==> src/rtl/pdf_sbd_pkg.sv <==
// Shared types and character constants for the PDF string body decoder.
`default_nettype none

package pdf_sbd_pkg;

  localparam logic [7:0] MAX_NEST = 8'd255;

  localparam logic [7:0] CH_LPAREN = 8'h28;
  localparam logic [7:0] CH_RPAREN = 8'h29;
  localparam logic [7:0] CH_LT     = 8'h3C;
  localparam logic [7:0] CH_GT     = 8'h3E;
  localparam logic [7:0] CH_BSL    = 8'h5C;
  localparam logic [7:0] CH_ZERO   = 8'h30;
  localparam logic [7:0] CH_SEVEN  = 8'h37;
  localparam logic [7:0] CH_NINE   = 8'h39;
  localparam logic [7:0] CH_LO_A   = 8'h61;
  localparam logic [7:0] CH_LO_F   = 8'h66;
  localparam logic [7:0] CH_UP_A   = 8'h41;
  localparam logic [7:0] CH_UP_F   = 8'h46;
  localparam logic [7:0] CH_LO_N   = 8'h6E;
  localparam logic [7:0] CH_LO_R   = 8'h72;
  localparam logic [7:0] CH_LO_T   = 8'h74;
  localparam logic [7:0] CH_LO_B   = 8'h62;
  localparam logic [7:0] CH_SPACE  = 8'h20;
  localparam logic [7:0] CH_TAB    = 8'h09;
  localparam logic [7:0] CH_LF     = 8'h0A;
  localparam logic [7:0] CH_VT     = 8'h0B;
  localparam logic [7:0] CH_FF     = 8'h0C;
  localparam logic [7:0] CH_CR     = 8'h0D;
  localparam logic [7:0] CH_BS     = 8'h08;

  // Hex letters a..f and A..F map to 10..15 through this offset.
  localparam logic [7:0] HEX_LETTER_OFS = 8'd10;

  localparam int QDEPTH = 4;
  localparam int QAW    = $clog2(QDEPTH);

  typedef enum logic [1:0] {
    ST_OK          = 2'd0,
    ST_BAD_OPEN    = 2'd1,
    ST_BAD_HEX     = 2'd2,
    ST_HEX_PARTIAL = 2'd3
  } status_t;

  typedef struct packed {
    logic [7:0] byte_val;
    logic       valid;
    logic       done;
    status_t    status;
    logic       last;
  } res_t;

  // Results produced by one input beat: count is 0, 1 or 2.
  typedef struct packed {
    logic [1:0] count;
    res_t       r0;
    res_t       r1;
  } push_t;

endpackage

`default_nettype wire

==> src/rtl/pdf_sbd_core.sv <==
// Per-byte decode: parser state registers and the single-pass next-state logic.
`default_nettype none

module pdf_sbd_core (
  input  wire                 clk,
  input  wire                 rst,
  input  wire                 accept,
  input  wire                 cmd,
  input  wire [7:0]           byte_in,
  output pdf_sbd_pkg::push_t  push
);
  import pdf_sbd_pkg::*;

  typedef enum logic [1:0] {
    M_IDLE = 2'd0,
    M_LIT  = 2'd1,
    M_HEX  = 2'd2
  } mode_t;

  typedef enum logic [1:0] {
    E_NORMAL = 2'd0,
    E_ESC    = 2'd1,
    E_OCT    = 2'd2
  } esc_t;

  typedef struct packed {
    mode_t      mode;
    logic [7:0] depth;
    esc_t       esc;
    logic [7:0] oval;
    logic [1:0] odig;
    logic [3:0] hnib;
    logic       hhave;
  } st_t;

  typedef struct packed {
    st_t  s;
    logic emit;
    res_t r;
  } plain_t;

  localparam st_t ST_RESET = '{mode: M_IDLE, depth: 8'd0, esc: E_NORMAL, oval: 8'd0,
                               odig: 2'd0, hnib: 4'd0, hhave: 1'b0};

  function automatic res_t mk(input logic [7:0] b, input logic v, input logic d,
                              input status_t s);
    res_t r;
    r.byte_val = b;
    r.valid    = v;
    r.done     = d;
    r.status   = s;
    r.last     = 1'b0;
    return r;
  endfunction

  function automatic logic is_oct(input logic [7:0] b);
    return (b >= CH_ZERO) && (b <= CH_SEVEN);
  endfunction

  function automatic logic is_ws(input logic [7:0] b);
    return (b == CH_SPACE) || (b == CH_TAB) || (b == CH_LF) || (b == CH_VT) ||
           (b == CH_FF) || (b == CH_CR);
  endfunction

  // Ordinary literal byte: nesting, close, start of escape.
  function automatic plain_t lit_plain(input st_t s_in, input logic [7:0] b);
    plain_t p;
    p.s    = s_in;
    p.emit = 1'b1;
    p.r    = mk(b, 1'b1, 1'b0, ST_OK);
    if (b == CH_BSL) begin
      p.s.esc = E_ESC;
      p.emit  = 1'b0;
    end else if (b == CH_LPAREN) begin
      if (s_in.depth < MAX_NEST) begin
        p.s.depth = s_in.depth + 8'd1;
      end
    end else if (b == CH_RPAREN) begin
      if (s_in.depth <= 8'd1) begin
        p.r = mk(8'd0, 1'b0, 1'b1, ST_OK);
        p.s = ST_RESET;
      end else begin
        p.s.depth = s_in.depth - 8'd1;
      end
    end
    return p;
  endfunction

  st_t        st;
  st_t        st_next;
  plain_t     pl;
  res_t       r0;
  res_t       r1;
  logic [1:0] cnt;
  logic [7:0] esc_char;
  logic [4:0] hex_v;   // bit 4 flags a non-digit

  always_comb begin
    case (byte_in)
      CH_LO_N: esc_char = CH_LF;
      CH_LO_R: esc_char = CH_CR;
      CH_LO_T: esc_char = CH_TAB;
      CH_LO_B: esc_char = CH_BS;
      CH_LO_F: esc_char = CH_FF;
      default: esc_char = byte_in;
    endcase
  end

  always_comb begin
    if (byte_in >= CH_ZERO && byte_in <= CH_NINE) begin
      hex_v = {1'b0, 4'(byte_in - CH_ZERO)};
    end else if (byte_in >= CH_LO_A && byte_in <= CH_LO_F) begin
      hex_v = {1'b0, 4'(byte_in - CH_LO_A + HEX_LETTER_OFS)};
    end else if (byte_in >= CH_UP_A && byte_in <= CH_UP_F) begin
      hex_v = {1'b0, 4'(byte_in - CH_UP_A + HEX_LETTER_OFS)};
    end else begin
      hex_v = 5'h10;
    end
  end

  always_comb begin
    st_next = st;
    r0      = mk(8'd0, 1'b0, 1'b0, ST_OK);
    r1      = mk(8'd0, 1'b0, 1'b0, ST_OK);
    cnt     = 2'd0;
    pl      = lit_plain(st, byte_in);
    if (cmd) begin
      st_next = ST_RESET;
      case (st.mode)
        M_LIT: begin
          cnt = 2'd1;
          case (st.esc)
            E_ESC:   r0 = mk(CH_BSL, 1'b1, 1'b1, ST_OK);
            E_OCT:   r0 = mk(st.oval, 1'b1, 1'b1, ST_OK);
            default: r0 = mk(8'd0, 1'b0, 1'b1, ST_OK);
          endcase
        end
        M_HEX: begin
          cnt = 2'd1;
          r0  = mk(8'd0, 1'b0, 1'b1, st.hhave ? ST_HEX_PARTIAL : ST_OK);
        end
        default: ;
      endcase
    end else begin
      case (st.mode)
        M_LIT: begin
          case (st.esc)
            E_ESC: begin
              st_next.esc = E_NORMAL;
              if (is_oct(byte_in)) begin
                st_next.esc  = E_OCT;
                st_next.oval = {5'd0, byte_in[2:0]};
                st_next.odig = 2'd1;
              end else begin
                r0  = mk(esc_char, 1'b1, 1'b0, ST_OK);
                cnt = 2'd1;
              end
            end
            E_OCT: begin
              if (is_oct(byte_in)) begin
                st_next.oval = {st.oval[4:0], byte_in[2:0]};
                st_next.odig = st.odig + 2'd1;
                if (st.odig == 2'd2) begin
                  r0           = mk({st.oval[4:0], byte_in[2:0]}, 1'b1, 1'b0, ST_OK);
                  cnt          = 2'd1;
                  st_next.esc  = E_NORMAL;
                  st_next.oval = 8'd0;
                  st_next.odig = 2'd0;
                end
              end else begin
                // Flush the value, then treat the terminating byte as ordinary.
                st_next      = st;
                st_next.esc  = E_NORMAL;
                st_next.oval = 8'd0;
                st_next.odig = 2'd0;
                pl           = lit_plain(st_next, byte_in);
                st_next      = pl.s;
                r0           = mk(st.oval, 1'b1, 1'b0, ST_OK);
                r1           = pl.r;
                cnt          = pl.emit ? 2'd2 : 2'd1;
              end
            end
            default: begin
              st_next = pl.s;
              r0      = pl.r;
              cnt     = {1'b0, pl.emit};
            end
          endcase
        end
        M_HEX: begin
          if (is_ws(byte_in)) begin
            cnt = 2'd0;
          end else if (byte_in == CH_GT) begin
            cnt     = 2'd1;
            st_next = ST_RESET;
            if (st.hhave) begin
              r0 = mk({st.hnib, 4'd0}, 1'b1, 1'b1, ST_OK);
            end else begin
              r0 = mk(8'd0, 1'b0, 1'b1, ST_OK);
            end
          end else if (hex_v[4]) begin
            cnt     = 2'd1;
            st_next = ST_RESET;
            r0      = mk(8'd0, 1'b0, 1'b1, ST_BAD_HEX);
          end else if (st.hhave) begin
            cnt           = 2'd1;
            r0            = mk({st.hnib, hex_v[3:0]}, 1'b1, 1'b0, ST_OK);
            st_next.hhave = 1'b0;
            st_next.hnib  = 4'd0;
          end else begin
            st_next.hnib  = hex_v[3:0];
            st_next.hhave = 1'b1;
          end
        end
        default: begin
          st_next = ST_RESET;
          if (byte_in == CH_LPAREN) begin
            st_next.mode  = M_LIT;
            st_next.depth = 8'd1;
          end else if (byte_in == CH_LT) begin
            st_next.mode = M_HEX;
          end else begin
            cnt = 2'd1;
            r0  = mk(8'd0, 1'b0, 1'b1, ST_BAD_OPEN);
          end
        end
      endcase
    end
    if (cnt == 2'd2) begin
      r1.last = 1'b1;
    end else begin
      r0.last = 1'b1;
    end
  end

  always_ff @(posedge clk) begin
    if (rst) begin
      st <= ST_RESET;
    end else if (accept) begin
      st <= st_next;
    end
  end

  assign push.count = accept ? cnt : 2'd0;
  assign push.r0    = r0;
  assign push.r1    = r1;

endmodule

`default_nettype wire

==> src/rtl/pdf_sbd_outq.sv <==
// Result queue: takes up to two results per cycle while it has room, hands out one per beat.
`default_nettype none

module pdf_sbd_outq (
  input  wire                 clk,
  input  wire                 rst,
  input  pdf_sbd_pkg::push_t  push,
  output logic                room,
  output logic                res_valid,
  input  wire                 res_stall,
  output pdf_sbd_pkg::res_t   head
);
  import pdf_sbd_pkg::*;

  res_t           mem [QDEPTH];
  logic [QAW-1:0] wr_ptr;
  logic [QAW-1:0] rd_ptr;
  logic [QAW:0]   count;
  logic [QAW:0]   count_next;
  logic           pop;

  assign pop        = res_valid && !res_stall;
  assign count_next = count + (QAW+1)'(push.count) - {{QAW{1'b0}}, pop};
  // Accept a new beat only with room for its worst case of two results.
  assign room       = (count <= (QAW+1)'(QDEPTH - 2));
  assign res_valid  = (count != '0);
  assign head       = mem[rd_ptr];

  always_ff @(posedge clk) begin
    if (push.count != 2'd0) begin
      mem[wr_ptr] <= push.r0;
    end
    if (push.count == 2'd2) begin
      mem[wr_ptr + QAW'(1)] <= push.r1;
    end
  end

  always_ff @(posedge clk) begin
    if (rst) begin
      wr_ptr <= '0;
      rd_ptr <= '0;
      count  <= '0;
    end else begin
      wr_ptr <= wr_ptr + QAW'(push.count);
      if (pop) begin
        rd_ptr <= rd_ptr + QAW'(1);
      end
      count <= count_next;
    end
  end

  a_count_bound: assert property (@(posedge clk) disable iff (rst)
    count <= (QAW+1)'(QDEPTH))
    else $error("result queue overfilled");

  a_push_room: assert property (@(posedge clk) disable iff (rst)
    (push.count != 2'd0) |-> room)
    else $error("results pushed without room");

  a_count_track: assert property (@(posedge clk) disable iff (rst)
    !$past(rst) |-> count == $past(count) + (QAW+1)'($past(push.count)) -
                               {{QAW{1'b0}}, $past(pop)})
    else $error("queue count out of step with pushes and pops");

endmodule

`default_nettype wire

==> src/rtl/pdf_string_body_decoder.sv <==
// A beat's results are registered in the result queue, behind any earlier results.
// Throughput: one input beat per cycle; a beat yields at most two results and on average
// no more than one, so in_stall rises only when res_stall backs up more than two results.
// Reset (rst, synchronous): parser returns to idle awaiting an opening byte and the
// result queue empties; no clearing pass.
`default_nettype none

module pdf_string_body_decoder (
  input  wire        clk,
  input  wire        rst,
  input  wire        in_valid,
  output logic       in_stall,
  input  wire        cmd,
  input  wire [7:0]  byte_in,
  output logic       res_valid,
  input  wire        res_stall,
  output logic [7:0] out_byte,
  output logic       out_valid,
  output logic       string_done,
  output logic [1:0] status,
  output logic       last
);
  import pdf_sbd_pkg::*;

  push_t push;
  res_t  head;
  logic  room;
  logic  accept;

  assign in_stall = !room;
  assign accept   = in_valid && room;

  pdf_sbd_core u_core (
    .clk     (clk),
    .rst     (rst),
    .accept  (accept),
    .cmd     (cmd),
    .byte_in (byte_in),
    .push    (push)
  );

  pdf_sbd_outq u_outq (
    .clk       (clk),
    .rst       (rst),
    .push      (push),
    .room      (room),
    .res_valid (res_valid),
    .res_stall (res_stall),
    .head      (head)
  );

  assign out_byte    = head.byte_val;
  assign out_valid   = head.valid;
  assign string_done = head.done;
  assign status      = head.status;
  assign last        = head.last;

endmodule

`default_nettype wire

==> config.mk <==
export PLATFORM = sky130hd
export DESIGN_NAME = pdf_string_body_decoder
export DESIGN_NICKNAME = d
export VERILOG_FILES = /design/src/rtl/pdf_sbd_pkg.sv /design/src/rtl/pdf_sbd_core.sv /design/src/rtl/pdf_sbd_outq.sv /design/src/rtl/pdf_string_body_decoder.sv
export SDC_FILE = /design/constraint.sdc
export NUM_CORES = 1
export LEC_CHECK = 0
export BUFFER_PORTS_ARGS = -buffer_cell sky130_fd_sc_hd__clkbuf_2
export CAP_MARGIN = 20
export CORE_MARGIN = 10
export CORE_UTILIZATION = 40
export CTS_BUF_LIST = sky130_fd_sc_hd__clkbuf_8
export CTS_CLUSTER_DIAMETER = 120
export DETAILED_ROUTE_END_ITERATION = 10
export GPL_TIMING_DRIVEN = 0
export PLACE_DENSITY = 0.6
export SLEW_MARGIN = 5
export SYNTH_ARGS = -nofsm -noshare
export SYNTH_HDL_FRONTEND = slang
export SYNTH_SLANG_ARGS = --single-unit
==> constraint.sdc <==
create_clock -name clk -period 3.75 [get_ports clk]
set_input_delay 0.1875 -clock clk [delete_from_list [all_inputs] [get_ports clk]]
set_output_delay 0.1875 -clock clk [all_outputs]
set_load 0.02 [all_outputs]
======== Word-level counts from Yosys, hierarchy flattened ========
Memories as Yosys holds them, arrays and structs flattened. A register that Yosys moved wholly into a read port is not among the register bits.
Index checks and enable logic that the tools add are counted.
Widths: inputs -> output; s select.
word-level totals
  memories kept ........................... 1
  flip-flop bits (word level) ............. 34
  bits in writable memories ............... 52
  input bits .............................. 13
  logic and storage cells ................. 189
cells by class
  reductions and logical operators ........ 21
  order comparisons ....................... 10
  multiplexer cells ....................... 93
  equality and inequality tests ........... 41
  add/sub/neg operators ................... 13
memory list
  name        words  width  read ports  clocked after memory_dff  wr ports  line                text
  u_outq.mem  4      13     1           1                         2         pdf_sbd_outq.sv:15  res_t mem [QDEPTH];
operator list
  cell                number
  $mux 13             18
  $mux 27             5
  $pmux 13 s2         4
  $pmux 27 s2         1
  $mux 17             3
  $eq 8x7->1 const B  6
  $eq 8x4->1 const B  5
  $eq 8x6->1 const B  5
  $pmux 8 s5          1
  $mux 12             3
  $mux 2              18
  $mux 5              7
  $mux 8              4
  $mux 10             3
  $mux 15             2
  $pmux 12 s2         1
  $reduce_and 8->1    3
  $mux 22             1
  $pmux 10 s2         1
  $mux 1              17
  $ge 8x7->1 const B  2
  $le 8x6->1 const B  2
  $le 8x7->1 const B  2
  $ne 5x5->1 const B  3
  32 further kinds    61

======== Depth between registers and ports, before layout ========
Gate-level depths: netlist of the first run.
  word-level depth ........................ 15
  depth in mapped cells ................... 17
  mapped depth without buffers ............ 15

======== Cells and area by module ========
From an unflattened synthesis of the first run, not the netlist that was laid out.
second synthesis, totals
  cell total of the unflattened synthesis .. 624
  area total of the unflattened synthesis .. 6218.5 µm²
modules (own cells, without submodules)
  module                   times used  seq. area each (µm²)  area an instance (µm²)  cells each
  pdf_sbd_core             1           540.5                 3205.6                  443
  pdf_sbd_outq             1           1741.7                3002.9                  179
  pdf_string_body_decoder  1           0.0                   10.0                    2

======== Worst setup path before layout of the first run ========
Ideal clock, no wire load.
  path kind ............................... input to register
  from .................................... input byte_in[0]
  to ...................................... register u_outq.count[2]
  library setup time ...................... 0.128 ns
  slack ................................... 0.431 ns
  stages on the path ...................... 17
  data required time ...................... 3.622 ns
  data arrival time ....................... 3.191 ns
  buffers on the path ..................... 2
  path through ............................ clkbuf_1 inv_1 ha_1 clkbuf_1 nor3b_1 nor4_1 nor3_1 o211a_1 nor3_1 nand2b_1 inv_1 ha_1 inv_1 fa_1 xnor2_1 xnor2_1 nor2_1
between the ends
  word-level cells in the longest chain between the ends .. 14
RTL lines
  element                                             line                           text
  start, declared                                     pdf_string_body_decoder.sv:14  input wire [7:0] byte_in,
  branches (longest 9 deep; another with $ge 8x7->1)  n/a
  $pmux 2 s2 *                                        pdf_sbd_core.sv:145            case (st.mode)
  $mux 2 *                                            pdf_sbd_core.sv:127            if (cmd) begin
  $mux 2 *                                            pdf_sbd_core.sv:244            assign push.count = accept ? cnt : 2'd0;
  $add 3x2->3 *                                       pdf_sbd_outq.sv:23             assign count_next = count + (QAW+1)'(push.count) - {{QAW{1'b0}}, pop};
  $sub 3x1->3 *                                       pdf_sbd_outq.sv:23
  end signal, assigned                                pdf_sbd_outq.sv:48             count <= count_next;
  end, declared                                       pdf_sbd_outq.sv:18             logic [QAW:0] count;
Every way passes the cells marked *. The select of a mux whose other input is x is not followed.
A chain may end at the register's enable or synchronous reset.

==> results of run 1 <==
[cells in the final DEF (no fill, tap or decap), types with 5 or more instances in the layout]
cell	Yosys	routed
nor2b_1	12	11
nand3_1	25	25
clkbuf_8	0	9
a21oi_1	42	42
nor3_1	11	9
edfxtp_1	44	44
mux2i_1	11	11
mux4_2	13	13
dfxtp_1	44	44
buf_2	8	8
a31oi_1	6	6
or2_2	6	6
or4_1	7	7
o21ai_0	28	28
o22ai_1	42	42
and3_1	5	5
a41oi_1	5	5
nand3b_1	5	5
inv_1	29	29
nor4_1	7	6
nand2b_1	13	13
nor2_1	35	35
nand2_1	75	71
xnor2_1	8	8
clkbuf_1	32	30
or3_1	5	5
clkbuf_2	0	26
ha_1	16	16
[through the flow]
stage | instance area, sq um | hold WS, ns
3_3_place_gp | 6010 | 0.445
4_1_cts | 6250 | 0.188
3_5_place_dp | 6010 | 0.450
5_1_grt | 6280 | 0.207
2_1_floorplan | 5660 | 0.370
6_report | 6280 | 0.200
[final timing paths]
kind                                        from                to  slack, ns  cells past startpoint
worst min-delay path                         rst     u_core.st[23]       0.20                      3
worst max-delay path               u_core.st[15]  u_outq.mem[1][0]       0.17                     11
worst min register to register  u_outq.mem[0][2]  u_outq.mem[0][2]       0.47                      2
worst max register to register     u_core.st[15]  u_outq.mem[1][0]       0.17                     11
[logic make-up (layout without fill, tap and decap cells)]
family | after synthesis | count (layout) | synth area share
fa+ha+maj | 17 | 17 | 0.0389
simple gates | 239 | 239 | 0.228
flops | 88 | 88 | 0.389
compound gates | 171 | 171 | 0.200
buf+inv | 73 | 115 | 0.0535
mux | 26 | 26 | 0.0752
xor+xnor | 10 | 10 | 0.0155
[layout make-up]
type / instances / share of cell area
Multi-Input combinational cell: 463 / 0.509
Sequential cell: 88 / 0.351
Tap cell: 180 / 0.0359
Buffer: 43 / 0.0305
Timing Repair Buffer: 27 / 0.0223
Clock buffer: 9 / 0.0197
Inverter: 29 / 0.0173
Clock inverter: 7 / 0.0149
[per-layer routing]
| metal | up-vias | routed length, um | global-route usage | part of all wire |
|---|---|---|---|---|
| met4 | 0 | 377 | 0.0604 | 0.023 |
| met2 | 228 | 7940 | 0.275 | 0.48 |
| met5 | - | 0 | 0 | 0 |
| li1 | 2430 | - | - | - |
| met3 | 31 | 1100 | 0.0360 | 0.067 |
| met1 | 2493 | 7110 | 0.210 | 0.43 |
[repair_timing]
| item | CTS | global route |
|---|---|---|
| setup endpoints to repair | 45 | 59 |
| gates cloned | 0 | 0 |
| pin swaps | 0 | 1 |
| gates resized for setup | 6 | 6 |
| buffers inserted | 0 | 2 |
[power breakdown]
| group | internal [W] | switching [W] |
|---|---|---|
| registers | 0.00107 | 0.0000451 |
| logic | 0.000270 | 0.000388 |
| clock network | 0.000376 | 0.000354 |
[synthesized netlist by cell type, drive strengths merged, types with 12 or more instances]
cell type	instances
ha	16
clkbuf	32
buf	12
mux4	13
dfxtp	44
inv	29
a21oi	42
nand2	75
o21ai	31
nor2b	12
nor2	36
o22ai	42
nand2b	13
nor3	12
nand3	25
edfxtp	44
[critical path, stage by stage (launching register included)]
cell      delay (ns)
dfxtp_1         0.36
inv_1           0.05
ha_1            0.35
clkbuf_1        0.27
nor2b_2         0.27
nand2_1         0.15
nor3_2          0.32
nand2_1         0.27
nor3_1          0.29
or3b_1          0.39
buf_2           0.22
nand2_2         0.30
[registers in the layout (all words and copies together), names as in the netlist, named ones only]
signal	cells
u_core.st	27
u_outq.count	3
u_outq.rd_ptr	2
u_outq.wr_ptr	2
u_outq.mem	52
==> summary.md, run 1 <==
| Metric | Value |
|---|---|
| Number of antenna-violating nets in the routed design | 0 |
| FP Rows | 43 |
| Fin nets | 691 |
| Relative slew slack | 0.397 |
| Static Leak | 2.13 nW |
| Fill cells | 1371 |
| Critical Path Sink Type | flop |
| Final Wtd Congestion | about 0.9 |
| Pwr Density | between 300 and 400 nW/um^2 |
| # setup viols final | 0 |
| Share of cells above drive strength 1 | 0.147 |
| CTS Buf Count | 9 |
| Syn_area_per_cell | 9.07 sq um |
| Cell type with the largest total area after synthesis | edfxtp_1 |
| First-pass GRT wire length | about 26000 um |
| Core area | 13900 sq um |
| Reg area | 2200 sq um |
| Post-place setup slack | -0.666 ns |
| Drt via density | roughly 6.1 |
| Maximum Capacitance Violations | 0 |
| FMAX | 279 MHz |
| Gate count of the mapped netlist | 624 |
| I/O Buffers | 25 |
| Synth-to-Final Area Change | 10.9% |
| Mapped Area | 5660 sq um |
| Netlist cell types | 75 |
| # clock sinks | 88 |
| H-tree level count | 3 |
| VDD IR max | 0.176 mV |
| Area contributors post-synth | edfxtp_1 (23%), dfxtp_1 (16%), mux4_2 (5.2%) |
| Die area | 19300 sq um |
| Max Root-Sink Buffers | 2 |
| CP startpoint kind | flop |
| Die X | 139 um |
| Worst-margin pin slew | 0.905 ns |
| Outcome | completed |
| CTS tree | done |
| Sum Neg Setup Slack | 0 ns |
| Routed len/inst | between 15 and 20 um |
| HPWL after DPL | 12300 um |
| Reg clk slew, reported paths | roughly 0.09 ns |
| CTS Root Buffer Type | clkbuf_8 |
| Area share of the largest cell type after synthesis | 0.233 |
| Post-synth EDFFs | 44 |
| CP Class | flop to flop |
| Ports | 28 |
| Arr. time, crit path | 3.63 ns |
| Area of the multi-input gates | 3190 sq um |
| Starting density of the core | 0.408 |
| RSZ-0062 raised after global routing | no |
| #FFs+latches synth | 88 |
| Worst-Skew Late Latency | 0.38 ns |
| Final core area utilization | 0.452 |
| Final period util | 0.955 |
| PnR worst setup slack | 0.170 ns |
| Register area share after synthesis | 0.389 |
| Vias in the first global route | between 4000 and 5000 |
| Initial DRC Count | 526 |
| Ant. Diodes | 0 |
| Yosys warning count | 0 |
| Post-synth ARST share | 0 |
| DRT Wirelength | 16500 um |
| Hold WC Path Type | input pin to flop |
| Chip height | 139 um |
| Total grt overflow | 0 |
| Tot GR Track Use | 0.167 |
| Fin. max-slew vios | 0 |
| Total power | about 0.0025 W |
| Fin. Hold Viols | 0 |
| Crit-path max FO | 11 |
| Hold buffer count at cts | 0 |
| Largest net degree at the start of global routing | 16 |
| DRC violations left | 0 |
| Vias | slightly above 5000 |
| Initial antenna violation count | 0 |
| Final cell count without fillers | 846 |
| Worst endpoint required time | 3.80 ns |
| Setup Skew | approximately 0.0050 ns |
| Ys flop type | edfxtp_1 |
| Synthesized Nets | between 600 and 700 |
| DR pass1 iterations | 5 |
| Placed Cells | 829 |
| Period minus WS final | 3.58 ns |
Power figures use the tool's default switching activity.
==> inputs of run 2 (changes only) <==
- MAX_ROUTING_LAYER: default -> met4
- SLEW_MARGIN: 5 -> default
==> summary.md, run 2 (synthesis results as in run 1) <==
| Metric | Value |
|---|---|
| Outcome | completed (unchanged) |
| First-pass GRT wire length | 26200 um (was 26400 um) |
| Drt via density | 6.03 (was 6.13) |
| Sum Neg Setup Slack | 0 ns (unchanged) |
| Setup Skew | 0.00672 ns (was 0.00498 ns) |
| Final period util | 0.962 (was 0.955) |
| Initial DRC Count | 570 (was 526) |
| Fin. max-slew vios | 0 (unchanged) |
| Reg clk slew, reported paths | 0.09 ns (about the same) |
| Pwr Density | 393 nW/um^2 (was 399 nW/um^2) |
| Fin. Hold Viols | 0 (unchanged) |
| Die area | 19300 sq um (unchanged) |
| Maximum Capacitance Violations | 0 (unchanged) |
| # setup viols final | 0 (unchanged) |
| Ant. Diodes | 0 (unchanged) |
| Arr. time, crit path | 3.66 ns (was 3.63 ns) |
| Ports | 28 (unchanged) |
| Total grt overflow | 0 (unchanged) |
| Starting density of the core | 0.408 (unchanged) |
| RSZ-0062 raised after global routing | yes (was no) |
| Routed len/inst | 19.8 um (was 19.5 um) |
| VDD IR max | 0.150 mV (was 0.176 mV) |
| Hold WC Path Type | input pin to flop (unchanged) |
| Vias | 5106 (was 5182) |
| Initial antenna violation count | 0 (unchanged) |
| DR pass1 iterations | 5 (unchanged) |
| CTS tree | done (unchanged) |
| Largest Register | u_outq.mem (unchanged) |
| DRT Wirelength | 16700 um (was 16500 um) |
| Final Wtd Congestion | 0.934 (was 0.915) |
| Number of antenna-violating nets in the routed design | 0 (unchanged) |
| Commonest cells after routing, fill and taps aside | nand2_1 (70), dfxtp_1 (44), edfxtp_1 (44) (was nand2_1 (71), dfxtp_1 (44), edfxtp_1 (44)) |
| FP Rows | 43 (unchanged) |
| Largest net degree at the start of global routing | 17 (was 16) |
| Tot GR Track Use | 0.170 (was 0.167) |
| Period minus WS final | 3.61 ns (was 3.58 ns) |
| Fill cells | 1400 (was 1371) |
| CP startpoint kind | input pin (was flop) |
| Relative slew slack | 0.414 (was 0.397) |
| CP Class | input pin to flop (was flop to flop) |
| Max Root-Sink Buffers | 2 (unchanged) |
| CTS Buf Count | 9 (unchanged) |
| Die X | 139 um (unchanged) |
| HPWL after DPL | 12400 um (was 12300 um) |
| Worst-Skew Late Latency | 0.38 ns (about the same) |
| Crit-path max FO | 11 (unchanged) |
| I/O Buffers | 25 (unchanged) |
| Chip height | 139 um (unchanged) |
| Worst-margin pin slew | 0.879 ns (was 0.905 ns) |
| Reg area | 2200 sq um (unchanged) |
| Synth-to-Final Area Change | 10.7% (was 10.9%) |
| Critical Path Sink Type | flop (unchanged) |
| DRC violations left | 0 (unchanged) |
| Largest register FFs | 52 (unchanged) |
| Area of the multi-input gates | 3200 sq um (was 3190 sq um) |
| Commonest non-fill, non-tap cell in the layout | nand2_1 (unchanged) |
| Worst endpoint required time | 3.80 ns (about the same) |
| Vias in the first global route | 4870 (was 4951) |
| Fin nets | 692 (was 691) |
| FMAX | 277 MHz (was 279 MHz) |
| # clock sinks | 88 (unchanged) |
| Share of cells above drive strength 1 | 0.148 (was 0.147) |
| Static Leak | 2.12 nW (was 2.13 nW) |
| Hold slack | 0.190 ns (was 0.200 ns) |
| H-tree level count | 3 (unchanged) |
| Core area | 13900 sq um (unchanged) |
| Biggest regs | u_outq.mem: 52 flops, u_core.st: 27 flops, u_outq.count: 3 flops (unchanged) |
| CTS Root Buffer Type | clkbuf_8 (unchanged) |
[run 2: cell types whose count changed in the layout (fill, tap and decap cells not counted), sizes merged]
cell	change
bufinv	-1
clkbuf	+1
clkinvlp	+1
[run 2: through the flow]
| step | instance area [sq um] | power (W) | cells | setup WS, ns | util |
|---|---|---|---|---|---|
| 2_1_floorplan | 5660 | 0.00161 | 624 | 0.431 | - |
| 3_3_place_gp | 6010 | 0.00179 | 829 | -0.638 | 0.433 |
| 5_1_grt | 6270 | 0.00259 | 847 | -0.0670 | 0.452 |
| 6_report | 6270 | 0.00246 | 847 | 0.142 | 0.452 |
| 3_5_place_dp | 6010 | 0.00180 | 829 | -0.703 | 0.433 |
| 4_1_cts | 6240 | 0.00248 | 845 | 0.0264 | 0.449 |
[run 2: final timing paths]
path	start	end	slack (ns)	depth (start not counted)
max	byte_in[0]	u_outq.mem[1][11]	0.14	14
min	rst	u_core.st[23]	0.19	3
max reg2reg	u_core.st[15]	u_outq.mem[1][11]	0.22	11
min reg2reg	u_outq.mem[2][2]	u_outq.mem[2][2]	0.47	2
[run 2: critical path, cell delays in order]
cell and delay [ns]:
clkbuf_2 0.10, clkbuf_1 0.25, inv_1 0.19, ha_1 0.22, clkbuf_1 0.45, inv_1 0.20, nor3_1 0.49, nor3_2 0.11
buf_4 0.16, o211ai_1 0.11, a31oi_1 0.14, nand2b_1 0.22, clkbuf_1 0.46, nand2_2 0.34
[run 2: repair_timing]
item | CTS | global route
hold endpoints to repair | 0 | 0
setup endpoints to repair | 46 | 49
hold buffers | 0 | 0
setup buffers | 0 | 2
pin swaps | 0 | 2
resized for setup | 7 | 4
[run 2: per-layer routing]
layer | part of all wire | global-route usage | vias to the layer above
met5 | 0 | - | -
met2 | 0.48 | 0.264 | 192
met1 | 0.45 | 0.218 | 2480
li1 | - | - | 2415
met4 | 0.019 | 0.0544 | 0
met3 | 0.056 | 0.0325 | 19
[run 2: cell type report]
class | count | area share
Timing Repair Buffer | 27 | 0.0224
Sequential cell | 88 | 0.351
Multi-Input combinational cell | 463 | 0.510
Inverter | 29 | 0.0174
Clock buffer | 9 | 0.0198
Buffer | 44 | 0.0309
Tap cell | 180 | 0.0359
Clock inverter | 7 | 0.0126
[run 2: power by group]
group,internal (W),switching [W]
Sequential,0.00107,0.0000441
Clock,0.000315,0.000377
Combinational,0.000270,0.000386
==> inputs of run 3 (changes only) <==
- CORE_ASPECT_RATIO: default -> 2
==> summary.md, run 3 (synthesis results as in run 1) <==
| Metric | Value |
|---|---|
| Outcome | completed (unchanged) |
| Initial DRC Count | 310 (was 570) |
| Delay-heaviest family, CP | simple AND/OR/NAND/NOR gates (was buffers and inverters) |
| Share of cells above drive strength 1 | 0.149 (was 0.148) |
| FP Rows | 61 (was 43) |
| PnR worst setup slack | 0.214 ns (was 0.142 ns) |
| Period minus WS final | 3.54 ns (was 3.61 ns) |
| Worst path slowest cell | or3b_1 (was nor3_1) |
| CP bufs+invs | 3 (was 7) |
| Area of the multi-input gates | 3210 sq um (was 3200 sq um) |
| DRC violations left | 0 (unchanged) |
| Maximum Capacitance Violations | 0 (unchanged) |
| Synth-to-Final Area Change | 10.6% (was 10.7%) |
| Tot GR Track Use | 0.183 (was 0.170) |
| Number of antenna-violating nets in the routed design | 0 (unchanged) |
| FMAX | 283 MHz (was 277 MHz) |
| DP Area | 6020 sq um (was 6010 sq um) |
| VDD IR max | 0.160 mV (was 0.150 mV) |
| Post-place setup slack | -0.772 ns (was -0.703 ns) |
| Total grt overflow | 0 (unchanged) |
| Fin nets | 690 (was 692) |
| Die X | 104 um (was 139 um) |
| # setup viols final | 0 (unchanged) |
| Setup Skew | 0.0137 ns (was 0.00672 ns) |
| Hold WC Path Type | input pin to flop (unchanged) |
| CTS tree | done (unchanged) |
| Pwr Density | 385 nW/um^2 (was 393 nW/um^2) |
| Total power | 0.00241 W (was 0.00246 W) |
| Met1 GRT Util | 0.164 (was 0.218) |
| Max stage delay on crit path | 0.39 ns (was 0.49 ns) |
| Commonest non-fill, non-tap cell in the layout | nand2_1 (unchanged) |
| Final period util | 0.943 (was 0.962) |
| Fin. max-slew vios | 0 (unchanged) |
| Crit-path max FO | 11 (unchanged) |
| Drt via density | 6.00 (was 6.03) |
| Largest net degree at the start of global routing | 18 (was 17) |
| Static Leak | 2.12 nW (about the same) |
| Biggest regs | u_outq.mem: 52 flops, u_core.st: 27 flops, u_outq.count: 3 flops (unchanged) |
| Initial antenna violation count | 0 (unchanged) |
| DR pass1 iterations | 6 (was 5) |
| CP Class | flop to flop (was input pin to flop) |
| Critical Path Sink Type | flop (unchanged) |
| Ports | 28 (unchanged) |
| Largest Register | u_outq.mem (unchanged) |
| Routed len/inst | 20.8 um (was 19.8 um) |
| Arr. time, crit path | 3.58 ns (was 3.66 ns) |
| Worst-Skew Late Latency | 0.37 ns (was 0.38 ns) |
| Max Root-Sink Buffers | 2 (unchanged) |
| # clock sinks | 88 (unchanged) |
| Starting density of the core | 0.407 (was 0.408) |
| First-pass GRT wire length | 28100 um (was 26200 um) |
| Worst-margin pin slew | 0.796 ns (was 0.879 ns) |
| CTS Buf Count | 9 (unchanged) |
| Vias | 5127 (was 5106) |
| Relative slew slack | 0.469 (was 0.414) |
| Worst endpoint required time | 3.79 ns (was 3.80 ns) |
| CTS Root Buffer Type | clkbuf_8 (unchanged) |
| Global-route met2 utilization | 0.343 (was 0.264) |
| HPWL after DPL | 14200 um (was 12400 um) |
| Busiest grt layer | met2 (unchanged) |
| I/O Buffers | 25 (unchanged) |
| Reg area | 2200 sq um (unchanged) |
| RSZ-0062 raised after global routing | no (was yes) |
| Fin. Hold Viols | 0 (unchanged) |
| Ant. Diodes | 0 (unchanged) |
| Design Area, Final | 6260 sq um (was 6270 sq um) |
| Commonest cells after routing, fill and taps aside | nand2_1 (70), dfxtp_1 (44), edfxtp_1 (44) (unchanged) |
| H-tree level count | 3 (unchanged) |
| M3 GR Usage | 0.0246 (was 0.0325) |
| Setup Fix Bufs, Post-CTS | 0 (unchanged) |
| Reg clk slew, reported paths | 0.10 ns (was 0.09 ns) |
| Die area | 19600 sq um (was 19300 sq um) |
| Fill cells | 1420 (was 1400) |
| Vias in the first global route | 5339 (was 4870) |
| Worst-path cell chain | inv_1 -> ha_1 -> clkbuf_1 -> nor2b_2 -> nand2_1 -> nor3_2 -> nand2_2 -> nor3_1 -> or3b_1 -> buf_2 -> nand2_2 (was clkbuf_2 -> clkbuf_1 -> inv_1 -> ha_1 -> clkbuf_1 -> inv_1 -> nor3_1 -> nor3_2 -> buf_4 -> o211ai_1 -> a31oi_1 -> nand2b_1 -> clkbuf_1 -> nand2_2) |
| CP startpoint kind | flop (was input pin) |
| Hold buffer count at cts | 0 (unchanged) |
| Final Wtd Congestion | 0.987 (was 0.934) |
| Crit path top cell by count | nand2_2 (was clkbuf_1) |
| DRT Wirelength | 17700 um (was 16700 um) |
| Chip height | 188 um (was 139 um) |
| Core area | 13900 sq um (about the same) |
| Largest register FFs | 52 (unchanged) |
[run 3: worst register-to-register path, delay by kind of cell (launching register included)]
family | cells | cell delay (ns)
and+or+nand+nor | 7 | 1.92
buffers and inverters | 3 | 0.56
DFF | 1 | 0.38
adders and majority gates | 1 | 0.35
[run 3: worst paths after layout]
path	start	end	slack, ns	cells past startpoint
setup reg to reg	u_core.st[15]	u_outq.mem[1][3]	0.21	11
hold / removal	res_stall	u_outq.rd_ptr[0]	0.20	4
setup / recovery	u_core.st[15]	u_outq.mem[1][3]	0.21	11
hold reg to reg	u_outq.mem[2][1]	u_outq.mem[2][1]	0.47	2
[run 3: per-stage QoR]
stage / instances / hold WS, ns / util / setup TNS, ns
global placement: 838 / 0.446 / 0.434 / -43.98
floorplan: 624 / 0.370 / - / 0
global route: 854 / 0.211 / 0.451 / 0
CTS: 854 / 0.198 / 0.449 / 0
finish: 854 / 0.204 / 0.451 / 0
detailed placement: 838 / 0.453 / 0.434 / -43.57
[run 3: area by class of cell]
type	count	share of cell area
Buffer	44	0.0316
Sequential cell	88	0.352
Tap cell	189	0.0378
Timing Repair Buffer	25	0.0200
Multi-Input combinational cell	463	0.513
Clock buffer	9	0.0198
Inverter	29	0.0174
Clock inverter	7	0.00859
[run 3: power breakdown]
| part | internal [W] | switching [W] |
|---|---|---|
| Combinational | 0.000271 | 0.000389 |
| Sequential | 0.00107 | 0.0000451 |
| Clock | 0.000249 | 0.000385 |
| Total | 0.00159 | 0.000819 |
[run 3: timing repair]
action	4_1_cts	5_1_grt
gates resized for setup	9	10
setup endpoints to repair	47	59
pin swaps	1	0
[run 3: metal layers]
layer | part of all wire | vias up
li1 | - | 2421
met1 | 0.35 | 2489
met2 | 0.56 | 156
met3 | 0.030 | 61
met4 | 0.064 | 0
met5 | 0 | -
